`src/hw/rtl/line_sensor_minmax_normalizer_unit_defines.svh`:
```
// Assertion macros shared by the line sensor normalizer RTL.
`ifndef LINE_SENSOR_MINMAX_NORMALIZER_UNIT_DEFINES_SVH
`define LINE_SENSOR_MINMAX_NORMALIZER_UNIT_DEFINES_SVH
`ifndef SYNTHESIS
`define LSMN_ASSERT_ALWAYS(lbl, clk, rst_n, expr) \
    lbl: assert property (@(posedge clk) disable iff (!rst_n) (expr)) \
        else $error("lsmn assertion failed");
`define LSMN_ASSERT_IMPL(lbl, clk, rst_n, ante, cons) \
    lbl: assert property (@(posedge clk) disable iff (!rst_n) (ante) |-> (cons)) \
        else $error("lsmn assertion failed");
`define LSMN_ASSERT_NEXT(lbl, clk, rst_n, ante, cons) \
    lbl: assert property (@(posedge clk) disable iff (!rst_n) (ante) |=> (cons)) \
        else $error("lsmn assertion failed");
`else
`define LSMN_ASSERT_ALWAYS(lbl, clk, rst_n, expr)
`define LSMN_ASSERT_IMPL(lbl, clk, rst_n, ante, cons)
`define LSMN_ASSERT_NEXT(lbl, clk, rst_n, ante, cons)
`endif
`endif

```
`src/hw/rtl/lsmn_pkg.sv`:
```
// Constants and types for the line sensor min/max normalizer.
`timescale 1ns / 1ps
package lsmn_pkg;

    localparam int unsigned CHANNELS  = 5;
    localparam int unsigned CH_W      = 3;
    localparam int unsigned SAMPLE_W  = 12;
    localparam int unsigned MIN_W     = SAMPLE_W + 1;
    localparam int unsigned LEVEL_W   = 10;
    localparam int unsigned SCALE_TOP = 1000;
    localparam int unsigned QUOT_W    = $clog2(SCALE_TOP + 1);
    localparam int unsigned NUM_W     = SAMPLE_W + QUOT_W;
    localparam int unsigned CNT_W     = $clog2(QUOT_W + 1);

    localparam logic [MIN_W-1:0]  MIN_RESET = MIN_W'(4096);
    localparam logic [QUOT_W-1:0] SCALE_Q   = QUOT_W'(SCALE_TOP);

    localparam logic [1:0] KIND_CLEAR  = 2'd0;
    localparam logic [1:0] KIND_CALIB  = 2'd1;
    localparam logic [1:0] KIND_FIRST  = 2'd2;
    localparam logic [1:0] KIND_SECOND = 2'd3;

    typedef enum logic [2:0] {
        ST_IDLE,
        ST_LOAD,
        ST_DIV,
        ST_STORE,
        ST_DONE
    } state_t;

    typedef enum logic [1:0] {
        MODE_DIV,
        MODE_ZERO,
        MODE_FULL
    } map_mode_t;

endpackage

```
`src/hw/rtl/lsmn_if.sv`:
```
// Valid/ready channel interfaces for sensor passes and normalized levels.
`timescale 1ns / 1ps
interface lsmn_in_if;
    logic        valid;
    logic        ready;
    logic [1:0]  kind;
    logic [11:0] sample_0;
    logic [11:0] sample_1;
    logic [11:0] sample_2;
    logic [11:0] sample_3;
    logic [11:0] sample_4;

    modport source (
        output valid, kind, sample_0, sample_1, sample_2, sample_3, sample_4,
        input  ready
    );
    modport sink (
        input  valid, kind, sample_0, sample_1, sample_2, sample_3, sample_4,
        output ready
    );
endinterface

interface lsmn_out_if;
    logic       valid;
    logic       ready;
    logic [9:0] level_0;
    logic [9:0] level_1;
    logic [9:0] level_2;
    logic [9:0] level_3;
    logic [9:0] level_4;

    modport source (
        output valid, level_0, level_1, level_2, level_3, level_4,
        input  ready
    );
    modport sink (
        input  valid, level_0, level_1, level_2, level_3, level_4,
        output ready
    );
endinterface

```
`src/hw/rtl/line_sensor_minmax_normalizer_unit.sv`:
```
// Five-channel line sensor min/max calibrator and normalizer, top level.
// Channels: samples (sink) carries kind and five 12-bit readings; levels
// (source) carries five 10-bit normalized levels. Both are valid/ready, a
// transfer happens when valid and ready are high at a rising clk edge.
// Kind 0 clears the min/max window, kind 1 widens it, kind 2 maps the
// readings and holds them, kind 3 maps again and sends the floor average
// of both passes as one levels transfer. Only kind 3 produces output.
// Sequence: kinds 0 and 1 update the window on accept and finish. Kinds 2
// and 3 run each channel in turn through one multiply step, ten
// restoring-division steps through a single shared subtract/compare unit
// and one store step. samples.ready is high only between passes.
// A kind 3 result sits in an output register; the next pass is accepted
// while it waits, and that pass only waits at its own end if its result
// would overwrite one not yet taken.
// Reset (rst_n low, async): window goes to min 4096 / max 0, levels.valid
// drops. The held first-pass values are not cleared.
`timescale 1ns / 1ps
`include "line_sensor_minmax_normalizer_unit_defines.svh"
module line_sensor_minmax_normalizer_unit (
    input  logic             clk,
    input  logic             rst_n,
    lsmn_in_if.sink          samples,
    lsmn_out_if.source       levels
);

    lsmn_pkg::state_t state_reg, state_next;

    logic [1:0]                     kind_reg, kind_next;
    logic [lsmn_pkg::SAMPLE_W-1:0]  samp_reg [lsmn_pkg::CHANNELS];
    logic [lsmn_pkg::SAMPLE_W-1:0]  samp_next [lsmn_pkg::CHANNELS];
    logic [lsmn_pkg::MIN_W-1:0]     min_reg [lsmn_pkg::CHANNELS];
    logic [lsmn_pkg::MIN_W-1:0]     min_next [lsmn_pkg::CHANNELS];
    logic [lsmn_pkg::SAMPLE_W-1:0]  max_reg [lsmn_pkg::CHANNELS];
    logic [lsmn_pkg::SAMPLE_W-1:0]  max_next [lsmn_pkg::CHANNELS];
    logic [lsmn_pkg::LEVEL_W-1:0]   first_reg [lsmn_pkg::CHANNELS];
    logic [lsmn_pkg::LEVEL_W-1:0]   first_next [lsmn_pkg::CHANNELS];
    logic [lsmn_pkg::LEVEL_W-1:0]   res_reg [lsmn_pkg::CHANNELS];
    logic [lsmn_pkg::LEVEL_W-1:0]   res_next [lsmn_pkg::CHANNELS];
    logic [lsmn_pkg::LEVEL_W-1:0]   out_reg [lsmn_pkg::CHANNELS];
    logic [lsmn_pkg::LEVEL_W-1:0]   out_next [lsmn_pkg::CHANNELS];
    logic                           out_valid_reg, out_valid_next;

    logic [lsmn_pkg::CH_W-1:0]      ch_reg, ch_next;
    logic [lsmn_pkg::CNT_W-1:0]     cnt_reg, cnt_next;
    lsmn_pkg::map_mode_t            mode_reg, mode_next;
    logic [lsmn_pkg::SAMPLE_W-1:0]  rem_reg, rem_next;
    logic [lsmn_pkg::SAMPLE_W-1:0]  den_reg, den_next;
    logic [lsmn_pkg::QUOT_W-1:0]    quo_reg, quo_next;

    // per-channel window lookup for the load step
    logic [lsmn_pkg::MIN_W-1:0]     lo;
    logic [lsmn_pkg::MIN_W-1:0]     hi;
    logic [lsmn_pkg::MIN_W-1:0]     xv;
    logic [lsmn_pkg::SAMPLE_W-1:0]  diff;
    logic [lsmn_pkg::NUM_W-1:0]     prod;

    // shared divide step
    logic [lsmn_pkg::MIN_W-1:0]     trial;
    logic                           trial_ge;
    logic [lsmn_pkg::MIN_W-1:0]     trial_sub;

    logic [lsmn_pkg::QUOT_W-1:0]    q_final;
    logic [lsmn_pkg::LEVEL_W:0]     avg_sum;
    logic                           out_free;
    logic                           last_step;
    logic                           last_ch;

    assign lo        = min_reg[ch_reg];
    assign hi        = {1'b0, max_reg[ch_reg]};
    assign xv        = {1'b0, samp_reg[ch_reg]};
    assign diff      = lsmn_pkg::SAMPLE_W'(xv - lo);
    assign prod      = lsmn_pkg::NUM_W'(diff) * lsmn_pkg::NUM_W'(lsmn_pkg::SCALE_Q);

    assign trial     = {rem_reg, quo_reg[lsmn_pkg::QUOT_W-1]};
    assign trial_ge  = trial >= {1'b0, den_reg};
    assign trial_sub = trial - {1'b0, den_reg};

    always_comb
    begin
        case (mode_reg)
            lsmn_pkg::MODE_ZERO: q_final = '0;
            lsmn_pkg::MODE_FULL: q_final = lsmn_pkg::SCALE_Q;
            default:             q_final = quo_reg;
        endcase
    end

    assign avg_sum   = {1'b0, first_reg[ch_reg]}
                     + {1'b0, lsmn_pkg::LEVEL_W'(q_final)};
    assign out_free  = !out_valid_reg || levels.ready;
    assign last_step = cnt_reg == lsmn_pkg::CNT_W'(lsmn_pkg::QUOT_W - 1);
    assign last_ch   = ch_reg == lsmn_pkg::CH_W'(lsmn_pkg::CHANNELS - 1);

    // next state
    always_comb
    begin
        state_next = state_reg;
        case (state_reg)
            lsmn_pkg::ST_IDLE:
            begin
                if (samples.valid)
                begin
                    if (samples.kind == lsmn_pkg::KIND_CLEAR
                        || samples.kind == lsmn_pkg::KIND_CALIB)
                        state_next = lsmn_pkg::ST_DONE;
                    else
                        state_next = lsmn_pkg::ST_LOAD;
                end
            end
            lsmn_pkg::ST_LOAD:
                state_next = lsmn_pkg::ST_DIV;
            lsmn_pkg::ST_DIV:
            begin
                if (last_step)
                    state_next = lsmn_pkg::ST_STORE;
            end
            lsmn_pkg::ST_STORE:
            begin
                if (last_ch)
                    state_next = lsmn_pkg::ST_DONE;
                else
                    state_next = lsmn_pkg::ST_LOAD;
            end
            lsmn_pkg::ST_DONE:
            begin
                if (kind_reg != lsmn_pkg::KIND_SECOND || out_free)
                    state_next = lsmn_pkg::ST_IDLE;
            end
            default:
                state_next = lsmn_pkg::ST_IDLE;
        endcase
    end

    // outputs
    always_comb
    begin
        samples.ready  = state_reg == lsmn_pkg::ST_IDLE;
        levels.valid   = out_valid_reg;
        levels.level_0 = out_reg[0];
        levels.level_1 = out_reg[1];
        levels.level_2 = out_reg[2];
        levels.level_3 = out_reg[3];
        levels.level_4 = out_reg[4];
    end

    // datapath
    always_comb
    begin
        kind_next      = kind_reg;
        samp_next      = samp_reg;
        min_next       = min_reg;
        max_next       = max_reg;
        first_next     = first_reg;
        res_next       = res_reg;
        out_next       = out_reg;
        out_valid_next = out_valid_reg;
        ch_next        = ch_reg;
        cnt_next       = cnt_reg;
        mode_next      = mode_reg;
        rem_next       = rem_reg;
        den_next       = den_reg;
        quo_next       = quo_reg;

        if (out_valid_reg && levels.ready)
            out_valid_next = 1'b0;

        case (state_reg)
            lsmn_pkg::ST_IDLE:
            begin
                if (samples.valid)
                begin
                    kind_next    = samples.kind;
                    samp_next[0] = samples.sample_0;
                    samp_next[1] = samples.sample_1;
                    samp_next[2] = samples.sample_2;
                    samp_next[3] = samples.sample_3;
                    samp_next[4] = samples.sample_4;
                    ch_next      = '0;
                    for (int i = 0; i < lsmn_pkg::CHANNELS; i++)
                    begin
                        if (samples.kind == lsmn_pkg::KIND_CLEAR)
                        begin
                            min_next[i] = lsmn_pkg::MIN_RESET;
                            max_next[i] = '0;
                        end
                        else if (samples.kind == lsmn_pkg::KIND_CALIB)
                        begin
                            if (max_reg[i] < samp_next[i])
                                max_next[i] = samp_next[i];
                            if (min_reg[i] > {1'b0, samp_next[i]})
                                min_next[i] = {1'b0, samp_next[i]};
                        end
                    end
                end
            end
            lsmn_pkg::ST_LOAD:
            begin
                if (hi <= lo || xv <= lo)
                    mode_next = lsmn_pkg::MODE_ZERO;
                else if (xv >= hi)
                    mode_next = lsmn_pkg::MODE_FULL;
                else
                    mode_next = lsmn_pkg::MODE_DIV;
                // num < den * SCALE_TOP, so the top part already sits below den
                rem_next = prod[lsmn_pkg::NUM_W-1:lsmn_pkg::QUOT_W];
                quo_next = prod[lsmn_pkg::QUOT_W-1:0];
                den_next = lsmn_pkg::SAMPLE_W'(hi - lo);
                cnt_next = '0;
            end
            lsmn_pkg::ST_DIV:
            begin
                rem_next = trial_ge ? trial_sub[lsmn_pkg::SAMPLE_W-1:0]
                                    : trial[lsmn_pkg::SAMPLE_W-1:0];
                quo_next = {quo_reg[lsmn_pkg::QUOT_W-2:0], trial_ge};
                cnt_next = cnt_reg + 1'b1;
            end
            lsmn_pkg::ST_STORE:
            begin
                if (kind_reg == lsmn_pkg::KIND_FIRST)
                    first_next[ch_reg] = lsmn_pkg::LEVEL_W'(q_final);
                else
                    res_next[ch_reg] = avg_sum[lsmn_pkg::LEVEL_W:1];
                ch_next = ch_reg + 1'b1;
            end
            lsmn_pkg::ST_DONE:
            begin
                if (kind_reg == lsmn_pkg::KIND_SECOND && out_free)
                begin
                    out_next       = res_reg;
                    out_valid_next = 1'b1;
                end
            end
            default:
            begin
            end
        endcase
    end

    always_ff @(posedge clk or negedge rst_n)
    begin
        if (!rst_n)
        begin
            state_reg     <= lsmn_pkg::ST_IDLE;
            out_valid_reg <= 1'b0;
            kind_reg      <= lsmn_pkg::KIND_CLEAR;
            ch_reg        <= '0;
            cnt_reg       <= '0;
            for (int i = 0; i < lsmn_pkg::CHANNELS; i++)
            begin
                min_reg[i] <= lsmn_pkg::MIN_RESET;
                max_reg[i] <= '0;
            end
        end
        else
        begin
            state_reg     <= state_next;
            out_valid_reg <= out_valid_next;
            kind_reg      <= kind_next;
            ch_reg        <= ch_next;
            cnt_reg       <= cnt_next;
            min_reg       <= min_next;
            max_reg       <= max_next;
        end
    end

    always_ff @(posedge clk)
    begin
        samp_reg  <= samp_next;
        first_reg <= first_next;
        res_reg   <= res_next;
        out_reg   <= out_next;
        mode_reg  <= mode_next;
        rem_reg   <= rem_next;
        den_reg   <= den_next;
        quo_reg   <= quo_next;
    end

    `LSMN_ASSERT_NEXT(a_transfer_leaves_idle, clk, rst_n, samples.valid && samples.ready, state_reg != lsmn_pkg::ST_IDLE)
    `LSMN_ASSERT_IMPL(a_quot_in_range, clk, rst_n, state_reg == lsmn_pkg::ST_STORE && mode_reg == lsmn_pkg::MODE_DIV, quo_reg < lsmn_pkg::SCALE_Q)
    `LSMN_ASSERT_IMPL(a_rem_below_den, clk, rst_n, state_reg == lsmn_pkg::ST_DIV && mode_reg == lsmn_pkg::MODE_DIV, rem_reg < den_reg)
    `LSMN_ASSERT_IMPL(a_result_from_done, clk, rst_n, $rose(out_valid_reg), $past(state_reg == lsmn_pkg::ST_DONE))

endmodule
```
`src/flat_wrapper.sv`:
```
// flat-port wrapper written by rule: the top's interface ports become plain ports
module line_sensor_minmax_normalizer_unit_flat 
  (clk, rst_n, samples_valid, samples_kind, samples_sample_0, samples_sample_1, samples_sample_2, samples_sample_3, samples_sample_4, samples_ready, levels_valid, levels_level_0, levels_level_1, levels_level_2, levels_level_3, levels_level_4, levels_ready);
  lsmn_in_if samples_i ();
  lsmn_out_if levels_i ();
  input  logic clk;
  input  logic rst_n;
  input wire logic [$bits(samples_i.valid)-1:0] samples_valid;
  input wire logic [$bits(samples_i.kind)-1:0] samples_kind;
  input wire logic [$bits(samples_i.sample_0)-1:0] samples_sample_0;
  input wire logic [$bits(samples_i.sample_1)-1:0] samples_sample_1;
  input wire logic [$bits(samples_i.sample_2)-1:0] samples_sample_2;
  input wire logic [$bits(samples_i.sample_3)-1:0] samples_sample_3;
  input wire logic [$bits(samples_i.sample_4)-1:0] samples_sample_4;
  output wire logic [$bits(samples_i.ready)-1:0] samples_ready;
  output wire logic [$bits(levels_i.valid)-1:0] levels_valid;
  output wire logic [$bits(levels_i.level_0)-1:0] levels_level_0;
  output wire logic [$bits(levels_i.level_1)-1:0] levels_level_1;
  output wire logic [$bits(levels_i.level_2)-1:0] levels_level_2;
  output wire logic [$bits(levels_i.level_3)-1:0] levels_level_3;
  output wire logic [$bits(levels_i.level_4)-1:0] levels_level_4;
  input wire logic [$bits(levels_i.ready)-1:0] levels_ready;
  assign samples_i.valid = samples_valid;
  assign samples_i.kind = samples_kind;
  assign samples_i.sample_0 = samples_sample_0;
  assign samples_i.sample_1 = samples_sample_1;
  assign samples_i.sample_2 = samples_sample_2;
  assign samples_i.sample_3 = samples_sample_3;
  assign samples_i.sample_4 = samples_sample_4;
  assign samples_ready = samples_i.ready;
  assign levels_valid = levels_i.valid;
  assign levels_level_0 = levels_i.level_0;
  assign levels_level_1 = levels_i.level_1;
  assign levels_level_2 = levels_i.level_2;
  assign levels_level_3 = levels_i.level_3;
  assign levels_level_4 = levels_i.level_4;
  assign levels_i.ready = levels_ready;
  line_sensor_minmax_normalizer_unit u_core (.clk(clk), .rst_n(rst_n), .samples(samples_i), .levels(levels_i));
endmodule
```
`config.mk`:
```
export PLATFORM = sky130hd
export DESIGN_NAME = line_sensor_minmax_normalizer_unit_flat
export DESIGN_NICKNAME = d
export VERILOG_FILES = /design/src/hw/rtl/lsmn_pkg.sv /design/src/hw/rtl/lsmn_if.sv /design/src/hw/rtl/line_sensor_minmax_normalizer_unit.sv /design/src/flat_wrapper.sv
export VERILOG_INCLUDE_DIRS = /design/src /design/src/hw/rtl
export SDC_FILE = /design/constraint.sdc
export NUM_CORES = 1
export LEC_CHECK = 0
export CAP_MARGIN = 20
export CORE_MARGIN = 10
export CORE_UTILIZATION = 45
export DETAILED_ROUTE_END_ITERATION = 8
export DONT_BUFFER_PORTS = 1
export MAX_ROUTING_LAYER = met4
export PLACE_DENSITY = 0.62
export SYNTH_ARGS = -nofsm -noshare
export SYNTH_HDL_FRONTEND = slang
export SYNTH_SLANG_ARGS = --single-unit
```
`constraint.sdc`:
```
create_clock -name clk -period 21.4 [get_ports clk]
set_input_delay 0 -clock clk [delete_from_list [all_inputs] [get_ports clk]]
set_output_delay 0 -clock clk [all_outputs]
set_load 0.005 [all_outputs]
```
==> run metrics <==
Tmin final approximately 8.0 ns; Vias/cell around 5.7; Final Skew ~0.017 ns; CTS tree built; Chip Width roughly 240 um; HPWL Detailed 44.5 mm; DR vias approximately 15k; initial core utilization 0.453; CP peak stage delay between 0.7 and 0.8 ns; Layout area overhead 13.0%; CTS Sinks between 300 and 400; number of synthesized register bits 384; Nets ~2.3k; EDFF count, synth roughly 250; routed len/inst approximately 24 um; Detailed Route Iter0 Violations roughly 1.1k; post-layout util 0.512; max FFs per register 65; prevailing post-synth register cell edfxtp_1; post-synth net total 2196; Post-Synthesis Cells between 1.5k and 2k; CP Cell Sequence buf_4 > mux4_2 > a22o_1 > ha_1 > o21ai_0 > a21oi_1 > o22ai_2 > o21a_1 > xnor2_1 > inv_1 > ha_1 > inv_1 > fa_1 > fa_1 > fa_1 > inv_1 > ha_1 > a21oi_1 > o21ai_0 > or3_1 > o22ai_1 > xnor2_1 > nand2_1 > o211ai_1; Storage cell area around 11000 sq um; GRT Total Usage 0.215; Critical Path RT ~22 ns; Hold Path Class in -> reg; Setup-failing EPs final 0; grt ovf 0; Die Y-Extent around 240 um; kind of critical path reg -> reg; max-cap violations 0; f_max between 100 and 150 MHz; Netlist cell types 78; die area 58400 sq um; drt drc 0; hold violation count in the final report 0; register area share after synthesis 0.491; fillcell total 4274; Critical Path AT 8.31 ns; Max Slew Vio Count 0; unrepaired setup endpoints after global routing false; post-cts hold buffer count 66; CTS buffer count 42; PortBufs 0; Post-CTS Repair Setup Buffers 0; H-tree depth 2; Synth Warn # 0; Fin Setup TNS 0 ns; drt pass-1 iters 5; highest-count cells in the layout ignoring fill and taps edfxtp_1 (246), ha_1 (219), nand2_1 (193), inv_1 (151), dfrtp_1 (131); Max-slew headroom 0.272; status finished clean; GRT Max-Usage Layer met2; Core Area 48700 sq um; proportion of layout cells with a drive suffix above 1 0.0854; CP endpoint kind register; Slew @ Worst Pin 1.09 ns; CTS root buf clkbuf_16; post-cts resize count 0; critical path peak fanout 52; Global Route met3 Usage 0.0475; Top delay family on crit path adder cells; Rows between 80 and 90; pin count of the biggest net entering global routing 139; Syn Area/Cell around 12 sq um; drt total wl around 62 mm; Placer Congestion 0.938; Tcrit/Tclk final 0.375; area occupied by multi-input gates ~10000 sq um; I/O pins between 100 and 150; antenna-violating nets left 0; initial antenna violation count 2; slowest cell on the critical path buf_4; Startpoint Class register; M2 GR Usage 0.338; met1 usage 0.270; Worst-path clk slew about 0.07 ns; commonest non-fill, non-tap cell in the layout edfxtp_1; number of global-route vias before repair ~15k; CTS max path bufs 3; Async S/R FF share, synth 0.359; clk_lat worst skew 0.58 ns; Post-Syn Area ~22000 sq um; Worst Path Buf+Inv 4; first-pass GRT wire length 94.5 mm
[cell usage after synthesis, drive strengths merged (22+ instances only)]
master	instances	area [sq um]
edfxtp	246	7390
ha	219	2740
nand2	193	724
inv	151	567
dfrtp	133	3330
nor2	97	364
a21oi	84	428
a22o	81	709
o21ai	74	370
mux2i	68	681
a21o	42	317
clkbuf	40	150
xnor2	40	358
fa	33	661
mux4	31	698
nand4	28	175
buf	25	135
o21a	24	180
nand2b	22	138
nor3	22	125
[area by class of cell]
class | instances | share of cell area
Sequential cell | 384 | 0.434
Multi-Input combinational cell | 1277 | 0.418
Clock buffer | 53 | 0.0445
Timing Repair Buffer | 88 | 0.0344
Tap cell | 664 | 0.0333
Inverter | 152 | 0.0228
Clock inverter | 25 | 0.0120
Antenna cell | 8 | 0.000801
[worst min-delay path: cells and delay by family]
kind / cells / cell delay [ns]
AOI/OAI and AO/OA: 3 / 0.42
and+or+nand+nor: 1 / 0.14
[per-layer routing]
metal / vias to the layer above / part of all wire
li1: 7058 / -
met1: 7578 / 0.43
met2: 484 / 0.47
met3: 100 / 0.065
met4: 0 / 0.035
met5: - / 0
[per-stage QoR]
step	setup slack (ns)	hold WS (ns)	area [sq um]	instances
after detailed placement	13.38	-0.288	22800	2497
after floorplan	14.51	-0.296	22100	1878
after global routing	12.85	0.0587	25000	2647
after CTS	13.34	0.0120	24900	2641
final	13.38	0.0373	25000	2651
after global placement	13.41	-0.288	22800	2497
[cell families (layout without fill, tap and decap cells)]
group,Yosys count,count (layout),share of synthesized area
buffers and inverters,217,318,0.0387
xor gates and xnor gates,57,57,0.0236
DFF,384,384,0.491
other,0,8,0
adders and majority gates,253,253,0.154
AOI/OAI and AO/OA,407,407,0.128
and+or+nand+nor,444,444,0.0941
muxes,116,116,0.0710
[final timing paths]
| kind | cells after the start | start | endpoint | slack [ns] |
|---|---|---|---|---|
| hold / removal | 4 | samples_kind[0] | u_core.min_reg[40]$_DFFE_PN0P_ | 0.04 |
| setup reg to reg | 24 | u_core.ch_reg[0]$_DFFE_PN0P_ | u_core.rem_reg[8]$_DFFE_PP_ | 13.38 |
| setup / recovery | 24 | u_core.ch_reg[0]$_DFFE_PN0P_ | u_core.rem_reg[8]$_DFFE_PP_ | 13.38 |
| min in group asynchronous | 2 | rst_n | u_core.max_reg[41]$_DFFE_PN0P_ | 0.14 |
| max in group asynchronous | 2 | rst_n | u_core.ch_reg[0]$_DFFE_PN0P_ | 20.70 |
| hold reg to reg | 0 | u_core.res_reg[5]$_DFFE_PP_ | u_core.levels.level_4[5]$_DFFE_PP_ | 0.41 |
Power is not shown: default switching activity piles up to over one toggle a cycle in this logic, so the estimate is an artifact.
